File: src/rtl/iwd_pkg.sv
// Shared types and codes for the instruction word decoder.
`default_nettype none

package iwd_pkg;

   localparam int unsigned WORD_W     = 32;
   localparam int unsigned MNEM_W     = 6;
   localparam int unsigned FORM_W     = 4;
   localparam int unsigned REG_W      = 5;
   localparam int unsigned IMM_W      = 16;
   localparam int unsigned TRAP_W     = 26;
   localparam int unsigned REQ_DATA_W = 64;
   localparam int unsigned RSP_DATA_W = 104;

   // primary opcodes, bits 31..26
   localparam logic [5:0] OP_SPECIAL = 6'h00;
   localparam logic [5:0] OP_J       = 6'h02;
   localparam logic [5:0] OP_JAL     = 6'h03;
   localparam logic [5:0] OP_BEQ     = 6'h04;
   localparam logic [5:0] OP_BNE     = 6'h05;
   localparam logic [5:0] OP_BLEZ    = 6'h06;
   localparam logic [5:0] OP_BGTZ    = 6'h07;
   localparam logic [5:0] OP_ADDI    = 6'h08;
   localparam logic [5:0] OP_ADDIU   = 6'h09;
   localparam logic [5:0] OP_SLTI    = 6'h0A;
   localparam logic [5:0] OP_ANDI    = 6'h0C;
   localparam logic [5:0] OP_ORI     = 6'h0D;
   localparam logic [5:0] OP_XORI    = 6'h0E;
   localparam logic [5:0] OP_LLO     = 6'h18;
   localparam logic [5:0] OP_LHI     = 6'h19;
   localparam logic [5:0] OP_TRAP    = 6'h1A;
   localparam logic [5:0] OP_LB      = 6'h20;
   localparam logic [5:0] OP_LH      = 6'h21;
   localparam logic [5:0] OP_LW      = 6'h23;
   localparam logic [5:0] OP_LBU     = 6'h24;
   localparam logic [5:0] OP_LHU     = 6'h25;
   localparam logic [5:0] OP_SB      = 6'h28;
   localparam logic [5:0] OP_SH      = 6'h29;
   localparam logic [5:0] OP_SW      = 6'h2B;

   // function field codes, bits 5..0, for the special opcode
   localparam logic [5:0] FN_SLL   = 6'h00;
   localparam logic [5:0] FN_SRL   = 6'h02;
   localparam logic [5:0] FN_SRA   = 6'h03;
   localparam logic [5:0] FN_SLLV  = 6'h04;
   localparam logic [5:0] FN_SRLV  = 6'h06;
   localparam logic [5:0] FN_SRAV  = 6'h07;
   localparam logic [5:0] FN_JR    = 6'h08;
   localparam logic [5:0] FN_JALR  = 6'h09;
   localparam logic [5:0] FN_MFHI  = 6'h10;
   localparam logic [5:0] FN_MTHI  = 6'h11;
   localparam logic [5:0] FN_MFLO  = 6'h12;
   localparam logic [5:0] FN_MTLO  = 6'h13;
   localparam logic [5:0] FN_MULT  = 6'h18;
   localparam logic [5:0] FN_MULTU = 6'h19;
   localparam logic [5:0] FN_DIV   = 6'h1A;
   localparam logic [5:0] FN_DIVU  = 6'h1B;
   localparam logic [5:0] FN_ADD   = 6'h20;
   localparam logic [5:0] FN_ADDU  = 6'h21;
   localparam logic [5:0] FN_SUB   = 6'h22;
   localparam logic [5:0] FN_SUBU  = 6'h23;
   localparam logic [5:0] FN_AND   = 6'h24;
   localparam logic [5:0] FN_OR    = 6'h25;
   localparam logic [5:0] FN_XOR   = 6'h26;
   localparam logic [5:0] FN_NOR   = 6'h27;
   localparam logic [5:0] FN_SLTU  = 6'h29;
   localparam logic [5:0] FN_SLT   = 6'h2A;

   // mnemonic codes
   localparam logic [5:0] MN_UNKNOWN = 6'd0;
   localparam logic [5:0] MN_ADD     = 6'd1;
   localparam logic [5:0] MN_ADDU    = 6'd2;
   localparam logic [5:0] MN_AND     = 6'd3;
   localparam logic [5:0] MN_NOR     = 6'd4;
   localparam logic [5:0] MN_OR      = 6'd5;
   localparam logic [5:0] MN_SUB     = 6'd6;
   localparam logic [5:0] MN_SUBU    = 6'd7;
   localparam logic [5:0] MN_XOR     = 6'd8;
   localparam logic [5:0] MN_SLT     = 6'd9;
   localparam logic [5:0] MN_SLTU    = 6'd10;
   localparam logic [5:0] MN_DIV     = 6'd11;
   localparam logic [5:0] MN_DIVU    = 6'd12;
   localparam logic [5:0] MN_MULT    = 6'd13;
   localparam logic [5:0] MN_MULTU   = 6'd14;
   localparam logic [5:0] MN_SLL     = 6'd15;
   localparam logic [5:0] MN_SRA     = 6'd16;
   localparam logic [5:0] MN_SRL     = 6'd17;
   localparam logic [5:0] MN_SLLV    = 6'd18;
   localparam logic [5:0] MN_SRAV    = 6'd19;
   localparam logic [5:0] MN_SRLV    = 6'd20;
   localparam logic [5:0] MN_JALR    = 6'd21;
   localparam logic [5:0] MN_JR      = 6'd22;
   localparam logic [5:0] MN_MFHI    = 6'd23;
   localparam logic [5:0] MN_MFLO    = 6'd24;
   localparam logic [5:0] MN_MTHI    = 6'd25;
   localparam logic [5:0] MN_MTLO    = 6'd26;
   localparam logic [5:0] MN_ADDI    = 6'd27;
   localparam logic [5:0] MN_ADDIU   = 6'd28;
   localparam logic [5:0] MN_ANDI    = 6'd29;
   localparam logic [5:0] MN_ORI     = 6'd30;
   localparam logic [5:0] MN_XORI    = 6'd31;
   localparam logic [5:0] MN_SLTI    = 6'd32;
   localparam logic [5:0] MN_LHI     = 6'd33;
   localparam logic [5:0] MN_LLO     = 6'd34;
   localparam logic [5:0] MN_BEQ     = 6'd35;
   localparam logic [5:0] MN_BNE     = 6'd36;
   localparam logic [5:0] MN_BGTZ    = 6'd37;
   localparam logic [5:0] MN_BLEZ    = 6'd38;
   localparam logic [5:0] MN_LB      = 6'd39;
   localparam logic [5:0] MN_LBU     = 6'd40;
   localparam logic [5:0] MN_LH      = 6'd41;
   localparam logic [5:0] MN_LHU     = 6'd42;
   localparam logic [5:0] MN_LW      = 6'd43;
   localparam logic [5:0] MN_SB      = 6'd44;
   localparam logic [5:0] MN_SH      = 6'd45;
   localparam logic [5:0] MN_SW      = 6'd46;
   localparam logic [5:0] MN_J       = 6'd47;
   localparam logic [5:0] MN_JAL     = 6'd48;
   localparam logic [5:0] MN_TRAP    = 6'd49;
   localparam logic [5:0] MN_LAST    = MN_TRAP;

   // operand forms
   localparam logic [3:0] FORM_NONE      = 4'd0;
   localparam logic [3:0] FORM_DST       = 4'd1;
   localparam logic [3:0] FORM_ST        = 4'd2;
   localparam logic [3:0] FORM_DT_SHAMT  = 4'd3;
   localparam logic [3:0] FORM_DTS       = 4'd4;
   localparam logic [3:0] FORM_S         = 4'd5;
   localparam logic [3:0] FORM_D         = 4'd6;
   localparam logic [3:0] FORM_TS_IMM    = 4'd7;
   localparam logic [3:0] FORM_T_IMM     = 4'd8;
   localparam logic [3:0] FORM_ST_LABEL  = 4'd9;
   localparam logic [3:0] FORM_S_LABEL   = 4'd10;
   localparam logic [3:0] FORM_T_IMM_S   = 4'd11;
   localparam logic [3:0] FORM_JUMP      = 4'd12;
   localparam logic [3:0] FORM_TRAP_CODE = 4'd13;

   typedef struct packed {
      logic [WORD_W-1:0] instruction_word;
      logic [WORD_W-1:0] instruction_address;
   } item_type;

   typedef struct packed {
      logic [MNEM_W-1:0] mnemonic;
      logic [FORM_W-1:0] operand_form;
      logic [REG_W-1:0]  source_reg;
      logic [REG_W-1:0]  target_reg;
      logic [REG_W-1:0]  dest_reg;
      logic [REG_W-1:0]  shift_amount;
      logic [IMM_W-1:0]  immediate_value;
      logic [WORD_W-1:0] branch_or_jump_target;
      logic [TRAP_W-1:0] trap_code;
   } decoded_type;

endpackage

`default_nettype wire

File: src/rtl/iwd_input_reg.sv
// Input register stage holding one instruction item ahead of the decoder.
`default_nettype none

module iwd_input_reg (
   input  wire logic              clock,
   input  wire logic              reset,
   input  wire logic              in_valid,
   output logic                   in_ready,
   input  wire iwd_pkg::item_type in_item,
   output logic                   out_valid,
   input  wire logic              out_ready,
   output iwd_pkg::item_type      out_item
);

   logic              valid_ff;
   logic              valid_in;
   iwd_pkg::item_type item_ff;

   assign in_ready  = !valid_ff || out_ready;
   assign out_valid = valid_ff;
   assign out_item  = item_ff;

   always_comb begin
      valid_in = valid_ff;
      if (in_ready) begin
         valid_in = in_valid;
      end
   end

   always_ff @(posedge clock) begin
      if (reset) begin
         valid_ff <= 1'b0;
      end else begin
         valid_ff <= valid_in;
      end
   end

   always_ff @(posedge clock) begin
      if (in_ready && in_valid) begin
         item_ff <= in_item;
      end
   end

endmodule

`default_nettype wire

File: src/rtl/iwd_decoder.sv
// Combinational decode of one instruction word into mnemonic, form, fields and target.
`default_nettype none

module iwd_decoder (
   input  wire iwd_pkg::item_type item,
   output iwd_pkg::decoded_type   decoded
);

   logic [5:0]  opcode;
   logic [5:0]  funct;
   logic [15:0] imm;
   logic [5:0]  mnem;
   logic [3:0]  form;
   logic [31:0] branch_offset;
   logic [31:0] target;

   assign opcode        = item.instruction_word[31:26];
   assign funct         = item.instruction_word[5:0];
   assign imm           = item.instruction_word[15:0];
   assign branch_offset = {{14{imm[15]}}, imm, 2'b00};

   always_comb begin
      mnem = iwd_pkg::MN_UNKNOWN;
      form = iwd_pkg::FORM_NONE;
      if (opcode == iwd_pkg::OP_SPECIAL) begin
         unique case (funct)
            iwd_pkg::FN_ADD:   begin mnem = iwd_pkg::MN_ADD;   form = iwd_pkg::FORM_DST; end
            iwd_pkg::FN_ADDU:  begin mnem = iwd_pkg::MN_ADDU;  form = iwd_pkg::FORM_DST; end
            iwd_pkg::FN_AND:   begin mnem = iwd_pkg::MN_AND;   form = iwd_pkg::FORM_DST; end
            iwd_pkg::FN_NOR:   begin mnem = iwd_pkg::MN_NOR;   form = iwd_pkg::FORM_DST; end
            iwd_pkg::FN_OR:    begin mnem = iwd_pkg::MN_OR;    form = iwd_pkg::FORM_DST; end
            iwd_pkg::FN_SUB:   begin mnem = iwd_pkg::MN_SUB;   form = iwd_pkg::FORM_DST; end
            iwd_pkg::FN_SUBU:  begin mnem = iwd_pkg::MN_SUBU;  form = iwd_pkg::FORM_DST; end
            iwd_pkg::FN_XOR:   begin mnem = iwd_pkg::MN_XOR;   form = iwd_pkg::FORM_DST; end
            iwd_pkg::FN_SLT:   begin mnem = iwd_pkg::MN_SLT;   form = iwd_pkg::FORM_DST; end
            iwd_pkg::FN_SLTU:  begin mnem = iwd_pkg::MN_SLTU;  form = iwd_pkg::FORM_DST; end
            iwd_pkg::FN_DIV:   begin mnem = iwd_pkg::MN_DIV;   form = iwd_pkg::FORM_ST; end
            iwd_pkg::FN_DIVU:  begin mnem = iwd_pkg::MN_DIVU;  form = iwd_pkg::FORM_ST; end
            iwd_pkg::FN_MULT:  begin mnem = iwd_pkg::MN_MULT;  form = iwd_pkg::FORM_ST; end
            iwd_pkg::FN_MULTU: begin mnem = iwd_pkg::MN_MULTU; form = iwd_pkg::FORM_ST; end
            iwd_pkg::FN_SLL:   begin mnem = iwd_pkg::MN_SLL;   form = iwd_pkg::FORM_DT_SHAMT; end
            iwd_pkg::FN_SRA:   begin mnem = iwd_pkg::MN_SRA;   form = iwd_pkg::FORM_DT_SHAMT; end
            iwd_pkg::FN_SRL:   begin mnem = iwd_pkg::MN_SRL;   form = iwd_pkg::FORM_DT_SHAMT; end
            iwd_pkg::FN_SLLV:  begin mnem = iwd_pkg::MN_SLLV;  form = iwd_pkg::FORM_DTS; end
            iwd_pkg::FN_SRAV:  begin mnem = iwd_pkg::MN_SRAV;  form = iwd_pkg::FORM_DTS; end
            iwd_pkg::FN_SRLV:  begin mnem = iwd_pkg::MN_SRLV;  form = iwd_pkg::FORM_DTS; end
            iwd_pkg::FN_JALR:  begin mnem = iwd_pkg::MN_JALR;  form = iwd_pkg::FORM_S; end
            iwd_pkg::FN_JR:    begin mnem = iwd_pkg::MN_JR;    form = iwd_pkg::FORM_S; end
            iwd_pkg::FN_MFHI:  begin mnem = iwd_pkg::MN_MFHI;  form = iwd_pkg::FORM_D; end
            iwd_pkg::FN_MFLO:  begin mnem = iwd_pkg::MN_MFLO;  form = iwd_pkg::FORM_D; end
            iwd_pkg::FN_MTHI:  begin mnem = iwd_pkg::MN_MTHI;  form = iwd_pkg::FORM_S; end
            iwd_pkg::FN_MTLO:  begin mnem = iwd_pkg::MN_MTLO;  form = iwd_pkg::FORM_S; end
            default: begin
               mnem = iwd_pkg::MN_UNKNOWN;
               form = iwd_pkg::FORM_NONE;
            end
         endcase
      end else begin
         unique case (opcode)
            iwd_pkg::OP_ADDI:  begin mnem = iwd_pkg::MN_ADDI;  form = iwd_pkg::FORM_TS_IMM; end
            iwd_pkg::OP_ADDIU: begin mnem = iwd_pkg::MN_ADDIU; form = iwd_pkg::FORM_TS_IMM; end
            iwd_pkg::OP_ANDI:  begin mnem = iwd_pkg::MN_ANDI;  form = iwd_pkg::FORM_TS_IMM; end
            iwd_pkg::OP_ORI:   begin mnem = iwd_pkg::MN_ORI;   form = iwd_pkg::FORM_TS_IMM; end
            iwd_pkg::OP_XORI:  begin mnem = iwd_pkg::MN_XORI;  form = iwd_pkg::FORM_TS_IMM; end
            iwd_pkg::OP_SLTI:  begin mnem = iwd_pkg::MN_SLTI;  form = iwd_pkg::FORM_TS_IMM; end
            iwd_pkg::OP_LHI:   begin mnem = iwd_pkg::MN_LHI;   form = iwd_pkg::FORM_T_IMM; end
            iwd_pkg::OP_LLO:   begin mnem = iwd_pkg::MN_LLO;   form = iwd_pkg::FORM_T_IMM; end
            iwd_pkg::OP_BEQ:   begin mnem = iwd_pkg::MN_BEQ;   form = iwd_pkg::FORM_ST_LABEL; end
            iwd_pkg::OP_BNE:   begin mnem = iwd_pkg::MN_BNE;   form = iwd_pkg::FORM_ST_LABEL; end
            iwd_pkg::OP_BGTZ:  begin mnem = iwd_pkg::MN_BGTZ;  form = iwd_pkg::FORM_S_LABEL; end
            iwd_pkg::OP_BLEZ:  begin mnem = iwd_pkg::MN_BLEZ;  form = iwd_pkg::FORM_S_LABEL; end
            iwd_pkg::OP_LB:    begin mnem = iwd_pkg::MN_LB;    form = iwd_pkg::FORM_T_IMM_S; end
            iwd_pkg::OP_LBU:   begin mnem = iwd_pkg::MN_LBU;   form = iwd_pkg::FORM_T_IMM_S; end
            iwd_pkg::OP_LH:    begin mnem = iwd_pkg::MN_LH;    form = iwd_pkg::FORM_T_IMM_S; end
            iwd_pkg::OP_LHU:   begin mnem = iwd_pkg::MN_LHU;   form = iwd_pkg::FORM_T_IMM_S; end
            iwd_pkg::OP_LW:    begin mnem = iwd_pkg::MN_LW;    form = iwd_pkg::FORM_T_IMM_S; end
            iwd_pkg::OP_SB:    begin mnem = iwd_pkg::MN_SB;    form = iwd_pkg::FORM_T_IMM_S; end
            iwd_pkg::OP_SH:    begin mnem = iwd_pkg::MN_SH;    form = iwd_pkg::FORM_T_IMM_S; end
            iwd_pkg::OP_SW:    begin mnem = iwd_pkg::MN_SW;    form = iwd_pkg::FORM_T_IMM_S; end
            iwd_pkg::OP_J:     begin mnem = iwd_pkg::MN_J;     form = iwd_pkg::FORM_JUMP; end
            iwd_pkg::OP_JAL:   begin mnem = iwd_pkg::MN_JAL;   form = iwd_pkg::FORM_JUMP; end
            iwd_pkg::OP_TRAP:  begin mnem = iwd_pkg::MN_TRAP;  form = iwd_pkg::FORM_TRAP_CODE; end
            default: begin
               mnem = iwd_pkg::MN_UNKNOWN;
               form = iwd_pkg::FORM_NONE;
            end
         endcase
      end
   end

   always_comb begin
      case (form)
         iwd_pkg::FORM_ST_LABEL, iwd_pkg::FORM_S_LABEL: begin
            target = item.instruction_address + 32'd4 + branch_offset;
         end
         iwd_pkg::FORM_JUMP: begin
            target = {item.instruction_address[31:28], item.instruction_word[25:0], 2'b00};
         end
         default: begin
            target = '0;
         end
      endcase
   end

   always_comb begin
      decoded.mnemonic              = mnem;
      decoded.operand_form          = form;
      decoded.source_reg            = item.instruction_word[25:21];
      decoded.target_reg            = item.instruction_word[20:16];
      decoded.dest_reg              = item.instruction_word[15:11];
      decoded.shift_amount          = item.instruction_word[10:6];
      decoded.immediate_value       = imm;
      decoded.branch_or_jump_target = target;
      decoded.trap_code             = item.instruction_word[25:0];
   end

endmodule

`default_nettype wire

File: src/rtl/iwd_output_reg.sv
// Result register stage holding one decoded item until the consumer takes it.
`default_nettype none

module iwd_output_reg (
   input  wire logic                 clock,
   input  wire logic                 reset,
   input  wire logic                 in_valid,
   output logic                      in_ready,
   input  wire iwd_pkg::decoded_type in_result,
   output logic                      out_valid,
   input  wire logic                 out_ready,
   output iwd_pkg::decoded_type      out_result
);

   logic                 valid_ff;
   logic                 valid_in;
   iwd_pkg::decoded_type result_ff;

   assign in_ready   = !valid_ff || out_ready;
   assign out_valid  = valid_ff;
   assign out_result = result_ff;

   always_comb begin
      valid_in = valid_ff;
      if (in_ready) begin
         valid_in = in_valid;
      end
   end

   always_ff @(posedge clock) begin
      if (reset) begin
         valid_ff <= 1'b0;
      end else begin
         valid_ff <= valid_in;
      end
   end

   always_ff @(posedge clock) begin
      if (in_ready && in_valid) begin
         result_ff <= in_result;
      end
   end

endmodule

`default_nettype wire

File: src/rtl/instruction_word_decoder_unit.sv
// An accepted req item passes the input register, then the result register, before rsp_tvalid rises.
// Throughput: one item per cycle while rsp_tready is high; decode is one table match and target add.
// req_tready falls only when both stages hold items and rsp_tready is low.
// Reset: synchronous, active high; clears both stage valid flags, no item is lost after it.
// Payload registers are not reset.
`default_nettype none

module instruction_word_decoder_unit (
   input  wire logic                               clock,
   input  wire logic                               reset,
   input  wire logic                               req_tvalid,
   output logic                                    req_tready,
   // instruction_word[31:0], instruction_address[63:32]
   input  wire logic [iwd_pkg::REQ_DATA_W-1:0]     req_tdata,
   output logic                                    rsp_tvalid,
   input  wire logic                               rsp_tready,
   // mnemonic[5:0], operand_form[9:6], source_reg[14:10], target_reg[19:15],
   // dest_reg[24:20], shift_amount[29:25], immediate_value[45:30],
   // branch_or_jump_target[77:46], trap_code[103:78]
   output logic [iwd_pkg::RSP_DATA_W-1:0]          rsp_tdata
);

   iwd_pkg::item_type    req_item;
   iwd_pkg::item_type    held_item;
   iwd_pkg::decoded_type decoded;
   iwd_pkg::decoded_type rsp_result;
   logic                 held_valid;
   logic                 result_ready;

   assign req_item.instruction_word    = req_tdata[31:0];
   assign req_item.instruction_address = req_tdata[63:32];

   iwd_input_reg u_input_reg (
      .clock     (clock),
      .reset     (reset),
      .in_valid  (req_tvalid),
      .in_ready  (req_tready),
      .in_item   (req_item),
      .out_valid (held_valid),
      .out_ready (result_ready),
      .out_item  (held_item)
   );

   iwd_decoder u_decoder (
      .item    (held_item),
      .decoded (decoded)
   );

   iwd_output_reg u_output_reg (
      .clock      (clock),
      .reset      (reset),
      .in_valid   (held_valid),
      .in_ready   (result_ready),
      .in_result  (decoded),
      .out_valid  (rsp_tvalid),
      .out_ready  (rsp_tready),
      .out_result (rsp_result)
   );

   assign rsp_tdata = {rsp_result.trap_code,
                       rsp_result.branch_or_jump_target,
                       rsp_result.immediate_value,
                       rsp_result.shift_amount,
                       rsp_result.dest_reg,
                       rsp_result.target_reg,
                       rsp_result.source_reg,
                       rsp_result.operand_form,
                       rsp_result.mnemonic};

endmodule

`default_nettype wire

File: config.mk
export PLATFORM = sky130hd
export DESIGN_NAME = instruction_word_decoder_unit
export DESIGN_NICKNAME = d
export VERILOG_FILES = /design/src/rtl/iwd_pkg.sv /design/src/rtl/iwd_input_reg.sv /design/src/rtl/iwd_decoder.sv /design/src/rtl/iwd_output_reg.sv /design/src/rtl/instruction_word_decoder_unit.sv
export SDC_FILE = /design/constraint.sdc
export NUM_CORES = 1
export LEC_CHECK = 0
export BUFFER_PORTS_ARGS = -buffer_cell sky130_fd_sc_hd__buf_4
export CORE_ASPECT_RATIO = 2
export CORE_MARGIN = 2
export CORE_UTILIZATION = 55
export CTS_CLUSTER_DIAMETER = 150
export DETAILED_ROUTE_END_ITERATION = 16
export MAX_ROUTING_LAYER = met4
export PLACE_DENSITY = 0.8
export REMOVE_ABC_BUFFERS = 1
export SETUP_SLACK_MARGIN = 0.4
export SLEW_MARGIN = 20
export SYNTH_ARGS = -nofsm -noshare
export SYNTH_HDL_FRONTEND = slang
export SYNTH_SLANG_ARGS = --single-unit
File: constraint.sdc
create_clock -name clock -period 4.63 [get_ports clock]
set_input_delay 0.463 -clock clock [delete_from_list [all_inputs] [get_ports clock]]
set_output_delay 0.463 -clock clock [all_outputs]
set_load 0.005 [all_outputs]
* Word level (Yosys, flattened, before mapping)
Memories as Yosys holds them, arrays and structs flattened. A register that Yosys moved wholly into a read port is not among the register bits.
Cells that the tools add are included.
W data, S select, Z words.
** Storage, ports and cells
- Flip-flop bits (word level) :: 170
- Latch bits :: 0
- Bits in writable memories :: 0
- ROM bits :: 1152
- Input port bits :: 68
- Output and inout port bits :: 106
- Memories :: 2
** Memories
- (name not given) :: words 64, bits a word 10, read ports 1, clocked after Yosys merged registers in 1, write ports 0, RTL line iwd_decoder.sv:59 : unique case (opcode)
- (name not given) :: words 64, bits a word 8, read ports 1, clocked after Yosys merged registers in 1, write ports 0, RTL line iwd_decoder.sv:26 : unique case (funct)
** Cells by class
- $add $sub $neg :: 2
- Multipliers :: 0
- Divide/modulo/power cells :: 0
- Order comparisons :: 0
- Eq/ne operators :: 3
- Shifts and indexed selects :: 0
- Multiplexer cells :: 5
- Bitwise logic cells :: 0
- Reduce and logical (&&, ||, !) cells :: 8
** Operators by type and width (number)
- $pmux W32 S2 :: 1
- $add A32 B3 Y32 const B :: 1
- $add A32 B32 Y32 :: 1
- $mux W6 :: 3
- $eq A4 B4 Y1 const B :: 3
- $logic_not A6 Y1 :: 1
- $mux W4 :: 1
- $logic_and A1 B1 Y1 :: 2
- $logic_not A1 Y1 :: 2
- $logic_or A1 B1 Y1 :: 2
- $reduce_or A2 Y1 :: 1

* Depth between registers and ports, before layout
- Depth after elaboration :: 5
- Depth in mapped cells :: 15

* By module
From an unflattened synthesis, not the netlist that was laid out.
** Second synthesis, totals
- Cell total of the unflattened synthesis :: 713
- Area total of the unflattened synthesis :: 8946.1 um2
** Modules (own cells, without submodules)
- iwd_decoder :: times used 1, cells an instance 535, area each 3791.1 um2, seq. area each 0.0 um2
- iwd_output_reg :: times used 1, cells an instance 109, area each 3178.0 um2, seq. area each 3143.0 um2
- iwd_input_reg :: times used 1, cells an instance 69, area each 1976.9 um2, seq. area each 1941.9 um2

* Worst setup path before layout
No wires, ideal clock.
- Kind :: input to register
- From :: in rsp_tready
- To :: reg u_output_reg.result_ff (netlist bit u_output_reg.out_result[0]) (enable)
- Setup time :: 502 ps
- Arrival :: 3507 ps
- Data required time :: 4128 ps
- Setup slack :: 621 ps
- Stages :: 2
- Buffers on the path :: 0
- Cells stage by stage :: nor2b_4 nor2b_1
** On the way
- Cells in the longest elaborated chain, start to end :: 2
** RTL lines
- from (decl) :: RTL line instruction_word_decoder_unit.sv:16 : input wire logic rsp_tready,
- $logic_or A1 B1 Y1 :: RTL line iwd_output_reg.sv:19 : assign in_ready = !valid_ff || out_ready;
- $logic_and A1 B1 Y1 :: RTL line iwd_output_reg.sv:39 : if (in_ready && in_valid) begin
- to (signal assigned) :: RTL line iwd_output_reg.sv:40 : result_ff <= in_result;
- to (decl) :: RTL line iwd_output_reg.sv:17 : iwd_pkg::decoded_type result_ff;
No other way between the ends.
A chain may end at the register's enable or synchronous reset.

==> summary.md <==
| Metric | Value |
|---|---|
| Status | finished, final reports clean |
| Post-synth top area share | a little under 50% |
| WP data arrival | between 3 and 4 ns |
| Mapped Cells | between 600 and 700 |
| XOR/XNOR Fraction of Synth Area | between 2 and 3% |
| Static leakage | between 4 and 5 nW |
| Synth cell types | 67 |
| Launching element type of the critical path | flip-flop |
| Ratio of cells with drive above 1 in the final layout | about 30% |
| Vias post-DR | between 5000 and 6000 |
| Pwr/cell area | 374 nW/um^2 |
| Synth Area in Simple Gates | 8.62% |
| Post-synth EDFFs | 132 |
| FF+latch count, synth | approximately 150 |
| Synthesized area per cell | ~12 sq um |
| Hold path start | reset |
| Global-route wire length before repair | approximately 32000 um |
| Drt first pass iters | 6 |
| Final Critical Period | roughly 3.5 ns |
| DRC errors left | 0 |
| Post-Syn Area | roughly 8000 sq um |
| Grt ovf | 0 |
| Flop pwr share | 44.5% |
| DRT antenna net count | 0 |
| Crit path launch | u_input_reg.out_item[33] |
| Crit Reg-Reg Startpoint | u_input_reg.out_item[33] |
| Final period util | between 70% and 80% |
| Initial Utilization | 55.9% |
| Fin. Hold Viols | 0 |
| Clk pwr share | 37.1% |
| CTS max path bufs | 2 |
| Largest net degree at the start of global routing | 65 |
| WS Path Type | flip-flop to flip-flop |
| Routed Wire Length | 20200 um |
| Max-Cap Viols | 0 |
| Initial antenna violation count | 0 |
| Synth Area in Compound Gates | about 14% |
| Synth async-reset ratio | 0% |
| Peak supply drop | 0.251 mV |
| Clock root buffer | clkbuf_16 |
| Unrepaired setup endpoints after global routing | no |
| Worst hold-check path type | primary input to flip-flop |
| Pins over their slew limit | 0 |
| CTS clk-pin slew, worst paths | 0.06 ns |
| Vias in the first global route | roughly 6000 |
| Die Span Y | 175 um |
| # diodes | 0 |
| Clock skew | a little over 0.009 ns |
| Post-DR vias/cell | between 5 and 6 |
| Commonest non-fill, non-tap cell in the layout | buf_4 |
| TritonCTS clock tree | done |
| Relative slew slack | between 30% and 40% |
| Footprint of the multi-input gates | between 3000 and 4000 sq um |
| Post-CTS Setup Bufs | 0 |
| Tightest Pin Transition | 0.994 ns |
| Post-cts hold buffer count | 0 |
| Cts repair resizes | 0 |
| Chip width | 89.4 um |
| H-tree depth | 4 |
| Register area share after synthesis | between 50% and 60% |
| Switch Pwr | 0.948 mW |
| Wire per inst | 19.8 um |
| Placement Setup Slack | between 1 and 1.5 ns |
| CTS buffer count | 17 |
| I/O Pins | approximately 170 |
| Area Growth Syn to Fin | 22.9% |
| Core box area | around 14000 sq um |
| Final WS setup | roughly 1.1 ns |
| Most frequent cells in the layout | 181 x buf_4, 132 x edfxtp_1, 70 x nand2_1 |
| Critical path data required time | between 4 and 5 ns |
| Mux cell area share after synthesis | between 4 and 5% |
| Fillers | between 1000 and 1500 |
| Worst-path maximum fanout | 4 |
| Die footprint | approximately 16000 sq um |
| Sink Count | roughly 150 |
| Adder-Cell Fraction of Synth Area | 10.5% |
| CP Capture Type | flip-flop |
| Power Internal | 2.74 mW |
| Cell taking the most area after synthesis | edfxtp_1 |
| Switching Share | 25.7% |
| Number of port buffers | 173 |
| Dpl hpwl | 15200 um |
| Core Rows | between 60 and 70 |
| Final setup TNS | 0 ns |
| Worst-Skew Late Latency | approximately 0.43 ns |
| FMAX | roughly 290 MHz |
| Layout Nets | between 900 and 1000 |
| Comb power frac | approximately 18% |
| Top cells by area, synth | edfxtp_1 49%, ha_1 10%, dfxtp_1 5.0% |
| 1st-iter DRT viols | between 200 and 300 |
| Reg area | about 4400 sq um |
| Yosys warns | 0 |
| Placer Congestion | slightly below 0.9 |
| Synth Flop Type | edfxtp_1 |
| GR Util All Layers | 27.8% |
| Combinational family with the most area after synthesis | compound AO/OA/AOI/OAI gates |
| Final setup viols | 0 |
-- path summary, 6_finish.rpt --
check	depth (start not counted)	endpoint	slack (ns)
worst min register to register	0	u_output_reg.out_result[20]	0.45
worst max-delay path	13	u_output_reg.out_result[51]	1.13
worst max register to register	13	u_output_reg.out_result[51]	1.13
worst min-delay path	2	u_output_reg.out_valid	0.20
-- final cells by class --
class                      instances  area share [%]
sequential                       152            44.2
multi-input combinational        443            32.8
timing repair buffer             181            13.8
clock buffer                      26            5.38
tap                              192            2.44
inverter                          21           0.799
clock inverter                     6           0.596
-- cells by family (layout without fill, tap and decap cells) --
kind of cell / Yosys count / in the layout
AOI/OAI and AO/OA: 170 / 170
xor gates and xnor gates: 27 / 27
adders and majority gates: 67 / 67
buffers and inverters: 74 / 234
DFF: 152 / 152
muxes: 30 / 30
and+or+nand+nor: 149 / 149
-- synth_stat cells (2+ instances only) --
| cell type | count |
|---|---|
| and2_1 | 4 |
| inv_1 | 20 |
| a211oi_1 | 5 |
| nand2_1 | 70 |
| nand3_1 | 14 |
| o21ai_1 | 3 |
| buf_2 | 3 |
| mux2i_1 | 12 |
| or3_1 | 4 |
| mux2_2 | 17 |
| xnor2_1 | 11 |
| nor2b_1 | 3 |
| nand4_1 | 2 |
| nor4_1 | 3 |
| o221ai_1 | 3 |
| a22o_1 | 2 |
| edfxtp_1 | 132 |
| nor3_1 | 8 |
| o22ai_1 | 7 |
| o2111ai_1 | 3 |
| o21a_1 | 5 |
| ha_1 | 66 |
| a32oi_1 | 2 |
| o31ai_1 | 2 |
| a21o_1 | 12 |
| a21o_2 | 3 |
| a31oi_2 | 2 |
| a221o_1 | 2 |
| a31oi_1 | 9 |
| dfxtp_1 | 20 |
| nor2_1 | 25 |
| nand2b_1 | 5 |
| clkbuf_2 | 3 |
| a21oi_1 | 33 |
| xor2_1 | 16 |
| buf_4 | 37 |
| o21ai_0 | 55 |
| clkbuf_1 | 8 |
| o211ai_1 | 7 |
| and4_1 | 4 |
-- stage by stage --
step                cells  hold WS [ns]  area (sq um)  utilization, %  power, mW
finish               1021         0.199          9860            68.7       3.69
floorplan             616         0.426          7660               -       2.07
detailed placement    989         0.431          9280            64.6       2.34
CTS                  1021         0.186          9860            68.7       3.70
global placement      989         0.439          9280            64.6       2.32
global route         1021         0.195          9860            68.7       3.84
-- metal layers --
layer,wire [um],GRT usage (%),vias to the layer above
met1,6840,26.5,2846
met5,0,-,-
met3,807,4.39,42
li1,-,-,2782
met2,11900,52.3,223
met4,622,11.8,0
-- worst max-delay path: stages (launching register included) --
cell      delay (ns)
edfxtp_1        0.44
ha_1            0.31
ha_1            0.19
inv_1           0.07
fa_1            0.37
nand2b_1        0.20
a21oi_1         0.28
o31ai_2         0.10
nand2_1         0.11
a31oi_2         0.14
o311ai_2        0.47
a21boi_0        0.26
xnor2_1         0.19
o21ai_1         0.08
-- power by group through the flow --
stage | sequential [mW] | combinational (mW) | clock [mW]
floorplan | 1.66 | 0.408 | 0
global placement | 1.67 | 0.658 | 0
detailed placement | 1.67 | 0.670 | 0
CTS | 1.64 | 0.676 | 1.39
global route | 1.65 | 0.745 | 1.44
finish | 1.64 | 0.676 | 1.37
(Power assumes the default switching activity.)
